<file path="src/hdl/hilbert_curve_vertex_generator_unit_assert.svh">
// ----------------------------------------------------------------------------
// Hilbert curve vertex generator assertion macros
// Clocked on clk and disabled while rst_n is low.
// ----------------------------------------------------------------------------
`ifndef HILBERT_CURVE_VERTEX_GENERATOR_UNIT_ASSERT_SVH
`define HILBERT_CURVE_VERTEX_GENERATOR_UNIT_ASSERT_SVH

// same-cycle implication
`define HCVG_ASSERT_NOW(lbl, ante, cons) \
    lbl: assert property (@(posedge clk) disable iff (!rst_n) (ante) |-> (cons)) \
        else $error("hcvg assertion failed");

// next-cycle implication
`define HCVG_ASSERT_NEXT(lbl, ante, cons) \
    lbl: assert property (@(posedge clk) disable iff (!rst_n) (ante) |=> (cons)) \
        else $error("hcvg assertion failed");

`endif

</file>
<file path="src/hdl/hcvg_pkg.sv">
// ----------------------------------------------------------------------------
// hcvg_pkg
// Shared widths, codes and types of the Hilbert curve vertex generator.
// ----------------------------------------------------------------------------
`timescale 1ns / 1ps

package hcvg_pkg;

    localparam int MAX_ORDER_DEF = 8;

    localparam int ORDER_W    = 4;
    localparam int STEP_W     = 6;
    localparam int START_W    = 10;
    localparam int COORD_W    = 15;
    localparam int HEAD_W     = 3;
    localparam int CFG_DATA_W = 10;
    localparam int CFG_IDX_W  = 2;

    localparam logic [CFG_IDX_W-1:0] CFG_ORDER   = 2'd0;
    localparam logic [CFG_IDX_W-1:0] CFG_STEP    = 2'd1;
    localparam logic [CFG_IDX_W-1:0] CFG_START_X = 2'd2;
    localparam logic [CFG_IDX_W-1:0] CFG_START_Y = 2'd3;

    localparam logic [HEAD_W-1:0] DIR_NONE  = 3'd0;
    localparam logic [HEAD_W-1:0] DIR_UP    = 3'd1;
    localparam logic [HEAD_W-1:0] DIR_RIGHT = 3'd2;
    localparam logic [HEAD_W-1:0] DIR_DOWN  = 3'd3;
    localparam logic [HEAD_W-1:0] DIR_LEFT  = 3'd4;

    localparam logic [ORDER_W-1:0] RST_ORDER   = 4'd1;
    localparam logic [STEP_W-1:0]  RST_STEP    = 6'd10;
    localparam logic [START_W-1:0] RST_START_X = 10'd50;
    localparam logic [START_W-1:0] RST_START_Y = 10'd150;

    typedef struct packed {
        logic [ORDER_W-1:0] curve_order;
        logic [STEP_W-1:0]  step_length;
        logic [START_W-1:0] start_x;
        logic [START_W-1:0] start_y;
    } cfg_t;

    typedef struct packed {
        logic [COORD_W-1:0] pos_x;
        logic [COORD_W-1:0] pos_y;
        logic [HEAD_W-1:0]  heading;
        logic               final_vertex;
    } vertex_t;

    typedef struct packed {
        logic    has_result;
        vertex_t vtx;
    } step_t;

endpackage

</file>
<file path="src/hdl/hcvg_dir_decode.sv">
// ----------------------------------------------------------------------------
// hcvg_dir_decode
// Heading of the next move, decoded from the base-4 digits of the move number.
// ----------------------------------------------------------------------------
`timescale 1ns / 1ps

module hcvg_dir_decode #(
    parameter int MAX_ORDER = hcvg_pkg::MAX_ORDER_DEF
) (
    input  logic [2*MAX_ORDER-1:0]         move_index,
    input  logic [hcvg_pkg::ORDER_W-1:0]   order_eff,
    output logic [hcvg_pkg::HEAD_W-1:0]    heading
);
    import hcvg_pkg::*;

    localparam int IDX_W = 2 * MAX_ORDER;

    logic [IDX_W-1:0] move_num;
    logic             seen;
    logic [1:0]       low_dig;
    logic [1:0]       slot_flip;
    logic [1:0]       dig;
    logic [1:0]       slot;

    assign move_num = move_index + IDX_W'(1);

    // digit 0 flips slot by 1, digit 3 by 3; flips commute
    always_comb
    begin
        seen      = 1'b0;
        low_dig   = 2'd0;
        slot_flip = 2'd0;
        dig       = 2'd0;
        for (int i = 0; i < MAX_ORDER; i++)
        begin
            if (ORDER_W'(i) < order_eff)
            begin
                dig = move_num[2*i +: 2];
                if (seen)
                begin
                    case (dig)
                        2'd0:    slot_flip = slot_flip ^ 2'd1;
                        2'd3:    slot_flip = slot_flip ^ 2'd3;
                        default: slot_flip = slot_flip;
                    endcase
                end
                else if (dig != 2'd0)
                begin
                    seen    = 1'b1;
                    low_dig = dig;
                end
            end
        end
    end

    assign slot = (low_dig - 2'd1) ^ slot_flip;

    always_comb
    begin
        if (!seen)
        begin
            heading = DIR_NONE;
        end
        else
        begin
            case (slot)
                2'd0:    heading = DIR_DOWN;
                2'd1:    heading = DIR_RIGHT;
                2'd2:    heading = DIR_UP;
                default: heading = DIR_LEFT;
            endcase
        end
    end

endmodule

</file>
<file path="src/hdl/hcvg_vertex_state.sv">
// ----------------------------------------------------------------------------
// hcvg_vertex_state
// Cursor, move counter and end flag; forms the vertex for the item in hand.
// ----------------------------------------------------------------------------
`timescale 1ns / 1ps

module hcvg_vertex_state #(
    parameter int MAX_ORDER = hcvg_pkg::MAX_ORDER_DEF
) (
    input  logic            clk,
    input  logic            rst_n,
    input  logic            step_en,
    input  logic            restart,
    input  hcvg_pkg::cfg_t  cfg,
    output hcvg_pkg::step_t res
);
    import hcvg_pkg::*;

    localparam int IDX_W = 2 * MAX_ORDER;

    logic [IDX_W-1:0]   move_index_reg, move_index_next;
    logic [COORD_W-1:0] cursor_x_reg, cursor_x_next;
    logic [COORD_W-1:0] cursor_y_reg, cursor_y_next;
    logic               finished_reg, finished_next;

    logic [ORDER_W-1:0] order_eff;
    logic [ORDER_W:0]   twice_order;
    logic [IDX_W-1:0]   total;
    logic [IDX_W-1:0]   move_num;
    logic [HEAD_W-1:0]  dir;
    logic [COORD_W-1:0] step_ext;
    logic               can_move;

    assign order_eff   = (cfg.curve_order > ORDER_W'(MAX_ORDER)) ?
                         ORDER_W'(MAX_ORDER) : cfg.curve_order;
    assign twice_order = {order_eff, 1'b0};

    always_comb
    begin
        for (int j = 0; j < IDX_W; j++)
        begin
            total[j] = ((ORDER_W+1)'(j) < twice_order);
        end
    end

    assign move_num = move_index_reg + IDX_W'(1);
    assign step_ext = COORD_W'(cfg.step_length);
    assign can_move = !finished_reg && (move_index_reg < total);

    hcvg_dir_decode #(
        .MAX_ORDER (MAX_ORDER)
    ) u_dir_decode (
        .move_index (move_index_reg),
        .order_eff  (order_eff),
        .heading    (dir)
    );

    always_comb
    begin
        move_index_next = move_index_reg;
        cursor_x_next   = cursor_x_reg;
        cursor_y_next   = cursor_y_reg;
        finished_next   = finished_reg;
        res.has_result  = 1'b0;
        res.vtx.heading = DIR_NONE;
        if (restart)
        begin
            move_index_next = '0;
            cursor_x_next   = COORD_W'(cfg.start_x);
            cursor_y_next   = COORD_W'(cfg.start_y);
            finished_next   = (order_eff == '0);
            res.has_result  = 1'b1;
        end
        else if (can_move)
        begin
            case (dir)
                DIR_UP:    cursor_y_next = cursor_y_reg - step_ext;
                DIR_RIGHT: cursor_x_next = cursor_x_reg + step_ext;
                DIR_DOWN:  cursor_y_next = cursor_y_reg + step_ext;
                DIR_LEFT:  cursor_x_next = cursor_x_reg - step_ext;
                default:   cursor_x_next = cursor_x_reg;
            endcase
            move_index_next = move_num;
            if (move_num == total)
            begin
                finished_next = 1'b1;
            end
            res.has_result  = 1'b1;
            res.vtx.heading = dir;
        end
        res.vtx.pos_x        = cursor_x_next;
        res.vtx.pos_y        = cursor_y_next;
        res.vtx.final_vertex = finished_next;
    end

    always_ff @(posedge clk or negedge rst_n)
    begin
        if (!rst_n)
        begin
            move_index_reg <= '0;
            cursor_x_reg   <= COORD_W'(RST_START_X);
            cursor_y_reg   <= COORD_W'(RST_START_Y);
            finished_reg   <= 1'b0;
        end
        else if (step_en)
        begin
            move_index_reg <= move_index_next;
            cursor_x_reg   <= cursor_x_next;
            cursor_y_reg   <= cursor_y_next;
            finished_reg   <= finished_next;
        end
    end

endmodule

</file>
<file path="src/hdl/hilbert_curve_vertex_generator_unit.sv">
// Path: an input transfer is held in the input reg, then its result in the result reg.
// Throughput: one item per cycle unless out_ready stalls the output; the cursor/counter update is combinational.
// Advance items past the curve end are consumed and give no result.
// Reset: config to order 1, step 10, start (50,150); cursor (50,150), count 0.
// ----------------------------------------------------------------------------
// hilbert_curve_vertex_generator_unit
// Emits Hilbert curve vertices, one per advance transfer up to the curve end, restart to start.
// ----------------------------------------------------------------------------
`timescale 1ns / 1ps

module hilbert_curve_vertex_generator_unit #(
    parameter int MAX_ORDER = hcvg_pkg::MAX_ORDER_DEF
) (
    input  logic                            clk,
    input  logic                            rst_n,
    input  logic                            cfg_we,
    input  logic [hcvg_pkg::CFG_IDX_W-1:0]  cfg_index,
    input  logic [hcvg_pkg::CFG_DATA_W-1:0] cfg_data,
    input  logic                            in_valid,
    output logic                            in_ready,
    input  logic                            restart,
    output logic                            out_valid,
    input  logic                            out_ready,
    output logic [hcvg_pkg::COORD_W-1:0]    pos_x,
    output logic [hcvg_pkg::COORD_W-1:0]    pos_y,
    output logic [hcvg_pkg::HEAD_W-1:0]     heading,
    output logic                            final_vertex
);
    import hcvg_pkg::*;

    cfg_t    cfg_reg, cfg_next;
    logic    s1_valid_reg, s1_valid_next;
    logic    s1_restart_reg;
    logic    out_valid_reg, out_valid_next;
    vertex_t out_vtx_reg;
    step_t   step_res;
    logic    s1_fire;
    logic    in_xfer;

    always_comb
    begin
        cfg_next = cfg_reg;
        if (cfg_we)
        begin
            case (cfg_index)
                CFG_ORDER:   cfg_next.curve_order = cfg_data[ORDER_W-1:0];
                CFG_STEP:    cfg_next.step_length = cfg_data[STEP_W-1:0];
                CFG_START_X: cfg_next.start_x     = cfg_data[START_W-1:0];
                CFG_START_Y: cfg_next.start_y     = cfg_data[START_W-1:0];
                default:     cfg_next             = cfg_reg;
            endcase
        end
    end

    always_ff @(posedge clk or negedge rst_n)
    begin
        if (!rst_n)
        begin
            cfg_reg.curve_order <= RST_ORDER;
            cfg_reg.step_length <= RST_STEP;
            cfg_reg.start_x     <= RST_START_X;
            cfg_reg.start_y     <= RST_START_Y;
        end
        else
        begin
            cfg_reg <= cfg_next;
        end
    end

    assign s1_fire  = s1_valid_reg && (!out_valid_reg || out_ready);
    assign in_ready = !s1_valid_reg || s1_fire;
    assign in_xfer  = in_valid && in_ready;

    hcvg_vertex_state #(
        .MAX_ORDER (MAX_ORDER)
    ) u_vertex_state (
        .clk     (clk),
        .rst_n   (rst_n),
        .step_en (s1_fire),
        .restart (s1_restart_reg),
        .cfg     (cfg_reg),
        .res     (step_res)
    );

    always_comb
    begin
        s1_valid_next = s1_valid_reg;
        if (in_xfer)
        begin
            s1_valid_next = 1'b1;
        end
        else if (s1_fire)
        begin
            s1_valid_next = 1'b0;
        end

        out_valid_next = out_valid_reg;
        if (s1_fire)
        begin
            out_valid_next = step_res.has_result;
        end
        else if (out_ready)
        begin
            out_valid_next = 1'b0;
        end
    end

    always_ff @(posedge clk or negedge rst_n)
    begin
        if (!rst_n)
        begin
            s1_valid_reg  <= 1'b0;
            out_valid_reg <= 1'b0;
        end
        else
        begin
            s1_valid_reg  <= s1_valid_next;
            out_valid_reg <= out_valid_next;
        end
    end

    always_ff @(posedge clk)
    begin
        if (in_xfer)
        begin
            s1_restart_reg <= restart;
        end
        if (s1_fire && step_res.has_result)
        begin
            out_vtx_reg <= step_res.vtx;
        end
    end

    assign out_valid    = out_valid_reg;
    assign pos_x        = out_vtx_reg.pos_x;
    assign pos_y        = out_vtx_reg.pos_y;
    assign heading      = out_vtx_reg.heading;
    assign final_vertex = out_vtx_reg.final_vertex;

`include "hilbert_curve_vertex_generator_unit_assert.svh"

    `HCVG_ASSERT_NEXT(a_restart_start, s1_fire && s1_restart_reg, out_valid_reg && heading == DIR_NONE && pos_x == COORD_W'($past(cfg_reg.start_x)))
    `HCVG_ASSERT_NEXT(a_move_heading, s1_fire && !s1_restart_reg && step_res.has_result, out_valid_reg && heading != DIR_NONE)
    `HCVG_ASSERT_NEXT(a_no_result, s1_fire && !step_res.has_result, !out_valid_reg)
    `HCVG_ASSERT_NOW(a_restart_result, s1_valid_reg && s1_restart_reg, step_res.has_result)

endmodule
</file>
<file path="config.mk">
export PLATFORM = sky130hd
export DESIGN_NAME = hilbert_curve_vertex_generator_unit
export DESIGN_NICKNAME = d
export VERILOG_FILES = /design/src/hdl/hcvg_pkg.sv /design/src/hdl/hcvg_dir_decode.sv /design/src/hdl/hcvg_vertex_state.sv /design/src/hdl/hilbert_curve_vertex_generator_unit.sv
export VERILOG_INCLUDE_DIRS = /design/src /design/src/hdl
export SDC_FILE = /design/constraint.sdc
export NUM_CORES = 1
export LEC_CHECK = 0
export ABC_AREA = 1
export BUFFER_PORTS_ARGS = -buffer_cell sky130_fd_sc_hd__buf_2
export CORE_MARGIN = 5
export CORE_UTILIZATION = 56
export CTS_CLUSTER_SIZE = 40
export DETAILED_ROUTE_END_ITERATION = 8
export PLACE_DENSITY = 0.78
export SYNTH_ARGS = -nofsm -noshare
export SYNTH_HDL_FRONTEND = slang
export SYNTH_SLANG_ARGS = --single-unit
</file>
<file path="constraint.sdc">
create_clock -name clk -period 5.5 [get_ports clk]
set_input_delay 1.1 -clock clk [delete_from_list [all_inputs] [get_ports clk]]
set_output_delay 1.1 -clock clk [all_outputs]
set_load 0.005 [all_outputs]
</file>
# Yosys cells after proc, flatten, opt, wreduce, memory -nomap -nowiden
# Index checks and enable logic that the tools add are counted.
# word_totals
register_bits	114
out_inout_bits	36
n_memories	0
mem_bits_ro	0
word_cells	201
latch_bits	0
inputBits	18
mem_bits_rw	0
# op_classes
add_sub_neg	6
order_cmp	26
bitwise	14
n_reduce_logical	36
mul	0
n_eq_ne	17
muxes	87
div_mod_pow	0
shifts	0
# ops
cell	n
$mux W2	37
$mux W15	4
$pmux W15 S2	2
$lt A4 B5 Y1 const A	8
$mux W1	32
$mux W16	2
$add A15 B6 Y15	2
$sub A15 B6 Y15	2
$pmux W2 S2	7
$reduce_bool A2 Y1	11
$eq A2 B2 Y1 const B	10
$lt A3 B5 Y1 const A	4
$logic_not A2 Y1	9
$add A16 B1 Y16 const B	1
$eq A16 B16 Y1	1
$lt A16 B16 Y1	1
$lt A3 B4 Y1 const A	4
$not A2 Y2	6
$lt A1 B5 Y1 const A	2
$lt A2 B5 Y1 const A	2
$reduce_and A2 Y1	5
$pmux W3 S3	1
$lt A1 B4 Y1 const A	2
$lt A2 B4 Y1 const A	2
15 further kinds	29

# Longest topological paths before layout
# Gate-level depths: netlist of the first run.
# depth
depth_word	38
depth_mapped	48
depth_no_buf	47

# Hierarchy
# Synthesis of the first run repeated with hierarchy kept, for this count alone.
# hier_totals
cells_unflattened	1283
area_unflattened_um2	9282.7
# by_module_without_submodules
mod	cells_per_inst	area_each_um2	instances
hcvg_vertex_state	828	5398.9	1
hilbert_curve_vertex_generator_unit	186	2427.3	1
hcvg_dir_decode	269	1456.4	1

# Least setup slack after synthesis of the first run
# Ideal clock, no wire load.
# synth_timing
kind	register -> register
from	register u_vertex_state.move_index_reg[0]
to	register out_vtx_reg, in the netlist pos_x[14] (data pin)
arrival_ns	5.288
synth_period_minus_slack_ns	5.543
t_required_ns	5.245
path_slack_ns	-0.043
path_stages_with_launch	41
n_path_buf	2
setup_time_ns	0.255
path_cell_list	dfrtp_1 ha_1 clkbuf_1 nand3_1 inv_1 nand2_1 o21ai_0 nand2_1 ha_1 inv_1 nand2_1 nand4_4 nor2_4 nand2_2 nor2_4 inv_2 nand2_2 nor2_4 (+5 left out) nand3_1 buf_2 nand2_1 o21a_1 fa_1 o21ai_0 a21oi_1 o21bai_1 nand2_1 nand2_1 a21oi_1 o21ai_0 nand3_1 o21ai_0 a21oi_1 nand3_1 nand4_1 and3_1
# synth_rtl
element	line	text
start, declared	hcvg_vertex_state.sv:21	logic [IDX_W-1:0] move_index_reg, move_index_next;
start signal, assigned	hcvg_vertex_state.sv:107	move_index_reg <= move_index_next;
end signal, assigned	hilbert_curve_vertex_generator_unit.sv:130	out_vtx_reg <= step_res.vtx;
end, declared	hilbert_curve_vertex_generator_unit.sv:35	vertex_t out_vtx_reg;

==> impl_summary.log, run 1 <==
INFO  metric io_pins = between 50 and 60
INFO  metric final_cell_count_no_fill = ~1400
INFO  metric design.die.area = about 17000 sq um
INFO  metric antenna_left = 0
INFO  metric detailedPlace.worstSlack = -0.128 ns
INFO  metric synth_sequential_area_ratio = a little under two fifths
INFO  metric port_buffers = 53
INFO  metric maxSlewViolCount = 0
INFO  metric cts_tree = yes
INFO  metric routed_wirelength = roughly 21 mm
INFO  metric synth.area.top_cells = sky130_fd_sc_hd__dfrtp_1 19%, sky130_fd_sc_hd__nand2_1 14%, sky130_fd_sc_hd__edfxtp_1 13%
INFO  metric place_congestion = between 0.9 and 1
INFO  metric cp.buffers_inverters = 7
INFO  metric flow.area_growth_from_synthesis = 22.4%
INFO  metric critPathKind = flip-flop to flip-flop
INFO  metric period_needed = roughly 5.3 ns
INFO  metric path_depth = 37
INFO  metric num-nets-final = between 1000 and 1500
INFO  metric report.power.total = approximately 6 mW
INFO  metric wire_length_of_the_first_global_routing_pass = 33.4 mm
INFO  metric worst_path_largest_cell_delay = around 0.42 ns
INFO  metric maxSlewHeadroom = a little under a third
INFO  metric clkTransAtPathRegs = around 0.05 ns
INFO  metric synth_cell_type_count = 52
INFO  metric worst-endpoint-required = 5.66 ns
INFO  metric initial_utilization = a little under three fifths
INFO  metric dr.first_iter.drc_count = 648
INFO  metric hp-class = flip-flop to flip-flop
INFO  metric post_synth_inst_count = 1051
INFO  metric holdBufCountCts = 0
INFO  metric drc_errors = 0
INFO  metric yosysWarningCount = 0
INFO  metric critical_path.max_fanout = 6
INFO  metric synth.avg_cell_area = 7.58 sq um
INFO  metric mappedNetlistArea = 7970 sq um
INFO  metric worst_setup_path_start_kind = flip-flop
INFO  metric post_route_cells_drive_above_1_share = about a quarter
INFO  metric fmaxAchievable = around 0.19 GHz
INFO  metric clock_sink_count = about 110
INFO  metric vias = about 7500
INFO  metric post-route-worst-setup-slack = around 0.15 ns
INFO  metric synth-seq-cells = between 100 and 150
INFO  metric final_util = between 70 and 80%
INFO  metric post_drt_via_cell_ratio = 5.55
INFO  metric place.detailed.instances = around 1300
INFO  metric ctsRootBufferMaster = sky130_fd_sc_hd__clkbuf_16
INFO  metric grt_pass1_vias = between 7000 and 8000
INFO  metric met3_track_demand_over_resource = around 5.9%
INFO  metric power.leakage = between 4 and 5 nW
INFO  metric cts-htree-levels = 4
INFO  metric clock-skew-final = ~0.012 ns
INFO  metric global_route.peak_usage_layer = met2
INFO  metric fill_cells = roughly 1100
INFO  metric placeableCoreArea = ~14000 sq um
INFO  metric max-cap-violations = 0
INFO  metric grt_util_all_layers = around 25%
INFO  metric wl_per_cell = approximately 15 um
INFO  metric layout_common_cells = 269 x sky130_fd_sc_hd__nand2_1, 125 x sky130_fd_sc_hd__inv_1, 72 x sky130_fd_sc_hd__o21ai_0
INFO  metric syn-num-nets = ~1100
INFO  metric cell_repeated_most_along_the_worst_path = sky130_fd_sc_hd__nand2_1
INFO  metric clk-insertion-delay-late = 0.41 ns
INFO  metric holdPathStages = 2
INFO  metric largest_reg_flops = 30
INFO  metric status = complete, no violations
INFO  metric timing.critical_path.max_delay_family = simple AND/OR/NAND/NOR gates
INFO  metric netlist.top_cell.by_area = sky130_fd_sc_hd__dfrtp_1
INFO  metric actual_slew_at_the_worst_max_slew_pin = between 1 and 1.5 ns
INFO  metric critical-path-slowest-cell = sky130_fd_sc_hd__dfrtp_1
INFO  metric synth_top_flop_cell = sky130_fd_sc_hd__dfrtp_1
INFO  metric synth_edf_count = 35
INFO  metric die_width = ~130 um
INFO  metric cts_buffers = 17
INFO  metric grt_use_met1 = 34.6%
INFO  metric core.rowCount = 43
INFO  metric drt_pass1_iterations = 6
INFO  metric setup_violations = 0
INFO  metric async_reset_ff_share = between 60 and 70%
INFO  metric arrival = 5.51 ns
INFO  metric grt_overflow = 0
INFO  metric grt_max_degree = 68
INFO  metric gr-usage-met2 = 39.5%
INFO  metric whs = around 0.48 ns
INFO  metric worst_hold_startpoint = u_vertex_state.cursor_y_reg[4]$_DFFE_PN1P_
INFO  metric worst_setup_path_startpoint = u_vertex_state.move_index_reg[1]$_DFFE_PN0P_
INFO  metric reg2reg_depth = 37
INFO  metric areal_power_density_over_the_cells = ~620 nW/um^2
INFO  metric final_common_cell = sky130_fd_sc_hd__nand2_1
INFO  metric regToRegStartpoint = u_vertex_state.move_index_reg[1]$_DFFE_PN0P_
INFO  metric final_hold_viol_count = 0
INFO  metric antenna_found_initial = 0
INFO  metric ir_drop = roughly 0.48 mV
INFO  metric detailedPlacementHpwl = 14.8 mm
INFO  metric die_h = 129 um
INFO  metric n_antenna_cell = 0
INFO  metric critPathCaptureType = flip-flop
INFO  metric cts_buffer_depth = 2
INFO  metric synth_top_area_share = 19.5%
INFO  metric period_share = 97.2%
-- cell families after synthesis --
group	synth area share [%]
buffers and inverters	8.15
DFF	38.3
xor gates and xnor gates	3.30
AOI/OAI and AO/OA	14.7
and+or+nand+nor	25.5
adders and majority gates	10.1
-- layout make-up --
class                      instances  area (sq um)  area share (%)
multi-input combinational        770          4640            47.6
tap                              180           225            2.31
clock buffer                      27           513            5.26
clock inverter                     5          52.6           0.539
inverter                         142           533            5.46
timing repair buffer             115           741            7.59
sequential                       114          3050            31.3
-- report_power, final --
group / total (mW) / switching [mW] / internal [mW]
registers: 1.37 / 0.148 / 1.22
logic: 3.61 / 2.18 / 1.42
clock network: 1.04 / 0.365 / 0.678
total: 6.02 / 2.70 / 3.32
-- per-stage QoR --
stage | setup TNS, ns | cell area, sq um
after floorplan | 0 | 7970
after global placement | -0.0936 | 8650
after detailed placement | -0.263 | 8650
after CTS | 0 | 9280
after global routing | -0.479 | 9750
final | 0 | 9750
-- worst register-to-register path: cells and delay by family, from the launching register on --
kind	cells	cell delay [ns]
AND/OR/NAND/NOR	18	1.76
XOR/XNOR	2	0.37
AO/OA/AOI/OAI	7	1.06
buffers and inverters	7	0.79
flip-flops	1	0.42
adder cells (fa/ha/maj)	3	0.72
-- worst paths after layout --
path                                                                      to  slack, ns
max in group asynchronous       u_vertex_state.move_index_reg[0]$_DFFE_PN0P_       3.87
min in group asynchronous        u_vertex_state.cursor_x_reg[12]$_DFFE_PN0P_       0.53
worst max register to register                           pos_y[13]$_DFFE_PP_       0.15
worst max-delay path                                     pos_y[13]$_DFFE_PP_       0.15
worst min-delay path              u_vertex_state.cursor_y_reg[4]$_DFFE_PN1P_       0.48
worst min register to register    u_vertex_state.cursor_y_reg[4]$_DFFE_PN1P_       0.48
-- metal layers --
metal	share of wire [%]	routed length [um]
met5	0	0
met4	1.4	287
met3	6.9	1450
met2	46	9640
met1	46	9600
-- Yosys cell counts (4+ instances only) --
master and n:
sky130_fd_sc_hd__nand3_1 52, sky130_fd_sc_hd__nand4_1 14, sky130_fd_sc_hd__clkbuf_1 19, sky130_fd_sc_hd__a21oi_1 43, sky130_fd_sc_hd__nor3_1 6, sky130_fd_sc_hd__ha_1 61
sky130_fd_sc_hd__inv_1 135, sky130_fd_sc_hd__dfrtp_1 62, sky130_fd_sc_hd__nand2_1 291, sky130_fd_sc_hd__o211ai_1 6, sky130_fd_sc_hd__nor2_4 4, sky130_fd_sc_hd__edfxtp_1 35
sky130_fd_sc_hd__a21oi_2 7, sky130_fd_sc_hd__nand2_2 7, sky130_fd_sc_hd__nor2_1 70, sky130_fd_sc_hd__xnor2_1 9, sky130_fd_sc_hd__o21ai_0 86, sky130_fd_sc_hd__xor2_1 21
sky130_fd_sc_hd__dfstp_2 17, sky130_fd_sc_hd__o22ai_1 12, sky130_fd_sc_hd__o21ai_1 39, sky130_fd_sc_hd__inv_2 5
-- what timing repair did --
action	CTS	global route
setup buffers	5	18
gates resized for setup	8	105
pin swaps	1	54
endpoints found under the setup margin	5	29
Note: power is estimated with default switching activity, not from simulation.
==> inputs of run 2 (changes only) <==
--- a/config.mk
+++ b/config.mk
@@ -8,6 +8,7 @@
 export LEC_CHECK = 0
 export ABC_AREA = 1
 export BUFFER_PORTS_ARGS = -buffer_cell sky130_fd_sc_hd__buf_2
+export CORE_ASPECT_RATIO = 1.75
 export CORE_MARGIN = 5
 export CORE_UTILIZATION = 56
 export CTS_CLUSTER_SIZE = 40
==> run 2 against run 1 <==
  * Combinational power increased by 3%
  * Die area increased by 0.56%
  * Largest cell class unchanged
  * Flip-flop and latch count unchanged
  * Largest power group unchanged
  * Non-clock buffer count increased by 7
==> impl_summary.log, run 2 (same netlist as run 1, synthesis figures left out) <==
INFO  metric maxSlewViolCount = 0 (unchanged)
INFO  metric holdPathStages = 2 (unchanged)
INFO  metric share_seq_of_total_power = 22.5% (-0.2 points)
INFO  metric wl_per_cell = 17.6 um (+14%)
INFO  metric die_width = 100 um (-23%)
INFO  metric p_sw_share = 46.3% (+1.5 points)
INFO  metric period_needed = 5.46 ns (+0.111 ns)
INFO  metric power.leakage = 4.85 nW (+0.65%)
INFO  metric reg2reg_depth = 38 (+2.7%)
INFO  metric max-cap-violations = 0 (unchanged)
INFO  metric worst-endpoint-required = 5.68 ns (+0.02 ns)
INFO  metric die_h = 168 um (+30%)
INFO  metric clock_sink_count = 114 (unchanged)
INFO  metric critical-path-slowest-cell = sky130_fd_sc_hd__dfrtp_1
INFO  metric period_share = 99.2% (+2.0 points)
INFO  metric cellInternalPower = 3.28 mW (-1.1%)
INFO  metric detailedPlace.worstSlack = -0.170 ns (-0.0428 ns)
INFO  metric ir_drop = 0.513 mV (+6.1%)
INFO  metric power_frac_clock = 16.8% (-0.5 points)
INFO  metric port_buffers = 53 (unchanged)
INFO  metric actual_slew_at_the_worst_max_slew_pin = 0.764 ns (-0.258 ns)
INFO  metric grt_use_met1 = 26.2% (-8.4 points)
INFO  metric arrival = 5.64 ns (+0.13 ns)
INFO  metric design.die.area = 16800 sq um (+0.56%)
INFO  metric clk-insertion-delay-late = 0.43 ns (+0.02 ns)
INFO  metric num-nets-final = 1248 (+0.56%)
INFO  metric clkTransAtPathRegs = 0.06 ns (about the same)
INFO  metric dr.first_iter.drc_count = 473 (-27%)
INFO  metric vias = 7834 (+4.3%)
INFO  metric placeableCoreArea = 13900 sq um (-0.20%)
INFO  metric worst_setup_path_start_kind = flip-flop
INFO  metric global_route.peak_usage_layer = met2
INFO  metric hp-class = flip-flop to flip-flop
INFO  metric worst_path_largest_cell_delay = 0.43 ns (about the same)
INFO  metric clock-skew-final = 0.00828 ns (-0.00332 ns)
INFO  metric holdBufCountCts = 0 (unchanged)
INFO  metric routed_wirelength = 23.9 mm (+14%)
INFO  metric grt_overflow = 0 (unchanged)
INFO  metric final_common_cell = sky130_fd_sc_hd__nand2_1
INFO  metric cts_buffers = 17 (unchanged)
INFO  metric grt_max_degree = 46 (-32%)
INFO  metric wire_length_of_the_first_global_routing_pass = 35.6 mm (+6.7%)
INFO  metric antenna_left = 0 (unchanged)
INFO  metric cts-htree-levels = 4 (unchanged)
INFO  metric gr-usage-met2 = 50.0% (+10 points)
INFO  metric ctsRootBufferMaster = sky130_fd_sc_hd__clkbuf_16
INFO  metric drc_errors = 0 (unchanged)
INFO  metric fmaxAchievable = 0.183 GHz (-2.0%)
INFO  metric layout_common_cells = 257 x sky130_fd_sc_hd__nand2_1, 121 x sky130_fd_sc_hd__inv_1, 77 x sky130_fd_sc_hd__o21ai_0
INFO  metric largest_reg_flops = 30 (unchanged)
INFO  metric switchingPower = 2.83 mW (+4.9%)
INFO  metric met3_track_demand_over_resource = 3.81% (-2.0 points)
INFO  metric core.rowCount = 57 (+33%)
INFO  metric status = complete, no violations
INFO  metric grt_util_all_layers = 27.1% (+2.2 points)
INFO  metric final_cell_count_no_fill = 1357 (+0.30%)
INFO  metric flow.area_growth_from_synthesis = 23.9%
INFO  metric critical_path.max_fanout = 5 (-1)
INFO  metric power.combinational.fraction = 60.7% (+0.7 points)
INFO  metric areal_power_density_over_the_cells = 619 nW/um^2 (+0.34%)
INFO  metric critPathCaptureType = flip-flop
INFO  metric setup_violations = 0 (unchanged)
INFO  metric initial_utilization = 57.3% (+0.11 points)
INFO  metric detailedPlacementHpwl = 16.8 mm (+14%)
INFO  metric critPathKind = flip-flop to flip-flop
INFO  metric antenna_found_initial = 0 (unchanged)
INFO  metric io_pins = 54 (unchanged)
INFO  metric cts_buffer_depth = 2 (unchanged)
INFO  metric drt_pass1_iterations = 7 (+1)
INFO  metric post_drt_via_cell_ratio = 5.77 (+4.0%)
INFO  metric n_antenna_cell = 0 (unchanged)
INFO  metric post_route_cells_drive_above_1_share = 27.9% (+3.2 points)
INFO  metric whs = 0.480 ns (+0.00111 ns)
INFO  metric place_congestion = 1.02 (+12%)
INFO  metric rsz0062_at_grt = true
INFO  metric maxSlewHeadroom = 49.0% (+17 points)
INFO  metric place.detailed.instances = 1290 (-0.62%)
INFO  metric grt_pass1_vias = 7469 (+6.0%)
INFO  metric report.power.total = 6.11 mW (+1.6%)
INFO  metric cts_tree = yes
INFO  metric final_hold_viol_count = 0 (unchanged)
INFO  metric post-route-worst-setup-slack = 0.0434 ns (-0.111 ns)
-- run 2: changes by cell type in the layout (fill, tap and decap cells not counted), moves of 4 or more --
cell,before,now
sky130_fd_sc_hd__nand2_1,269,257
sky130_fd_sc_hd__nand2_2,26,37
sky130_fd_sc_hd__buf_4,61,68
sky130_fd_sc_hd__clkbuf_1,5,0
sky130_fd_sc_hd__nand3_2,15,20
sky130_fd_sc_hd__o21ai_0,72,77
sky130_fd_sc_hd__a21oi_1,39,35
sky130_fd_sc_hd__a21oi_2,10,14
sky130_fd_sc_hd__clkbuf_8,5,1
sky130_fd_sc_hd__clkinv_4,0,4
sky130_fd_sc_hd__inv_1,125,121
sky130_fd_sc_hd__nand3_1,38,34
sky130_fd_sc_hd__nor2_1,60,56
-- run 2: worst max-delay path: cells and delay by family (launching register included) --
family / cells / cell delay, ns
flip-flops: 1 / 0.43
AO/OA/AOI/OAI: 10 / 1.13
AND/OR/NAND/NOR: 19 / 2.08
adder cells (fa/ha/maj): 3 / 0.88
buffers and inverters: 6 / 0.68
-- run 2: layer usage --
| layer | vias to the layer above | wire (um) |
|---|---|---|
| li1 | 3706 | - |
| met1 | 3695 | 7980 |
| met2 | 309 | 13200 |
| met3 | 124 | 905 |
| met4 | 0 | 1870 |
| met5 | - | 0 |
-- run 2: final cells by class --
class	count	area [sq um]
clock inverters	14	104
inverters	142	539
flip-flops and latches	114	3050
clock buffers	18	439
fillers	1066	4030
multi-input cells	770	4730
well taps	177	221
repair buffers	122	793
-- run 2: worst paths after layout --
check | start | end | slack (ns)
worst min register to register | u_vertex_state.cursor_y_reg[7]$_DFFE_PN1P_ | u_vertex_state.cursor_y_reg[7]$_DFFE_PN1P_ | 0.48
worst min-delay path | u_vertex_state.cursor_y_reg[7]$_DFFE_PN1P_ | u_vertex_state.cursor_y_reg[7]$_DFFE_PN1P_ | 0.48
max in group asynchronous | rst_n | u_vertex_state.move_index_reg[5]$_DFFE_PN0P_ | 3.85
worst max register to register | u_vertex_state.move_index_reg[0]$_DFFE_PN0P_ | pos_x[14]$_DFFE_PP_ | 0.04
worst max-delay path | u_vertex_state.move_index_reg[0]$_DFFE_PN0P_ | pos_x[14]$_DFFE_PP_ | 0.04
min in group asynchronous | rst_n | u_vertex_state.cursor_x_reg[13]$_DFFE_PN0P_ | 0.63
-- run 2: timing repair --
| item | in CTS | in global routing |
|---|---|---|
| buffers inserted | 1 | 34 |
| pin swaps | 0 | 60 |
| gates resized for setup | 6 | 132 |
| setup endpoints to repair | 4 | 33 |
-- run 2: power groups by stage --
stage | clock network, mW | logic (mW) | registers [mW]
2_1_floorplan | 0 | 2.33 | 1.35
3_3_place_gp | 0 | 3.14 | 1.38
3_5_place_dp | 0 | 3.21 | 1.38
4_1_cts | 1.03 | 3.26 | 1.37
5_1_grt | 1.07 | 4.09 | 1.40
6_report | 1.02 | 3.71 | 1.38
-- run 2: stage by stage --
stage / setup TNS (ns) / utilization (%) / instance area, sq um
after detailed placement: -0.193 / 61.9 / 8610
after CTS: 0 / 66.0 / 9180
after global routing: -3.36 / 71.0 / 9880
after global placement: 0 / 61.9 / 8610
final: 0 / 71.0 / 9880
after floorplan: 0 / - / 7970
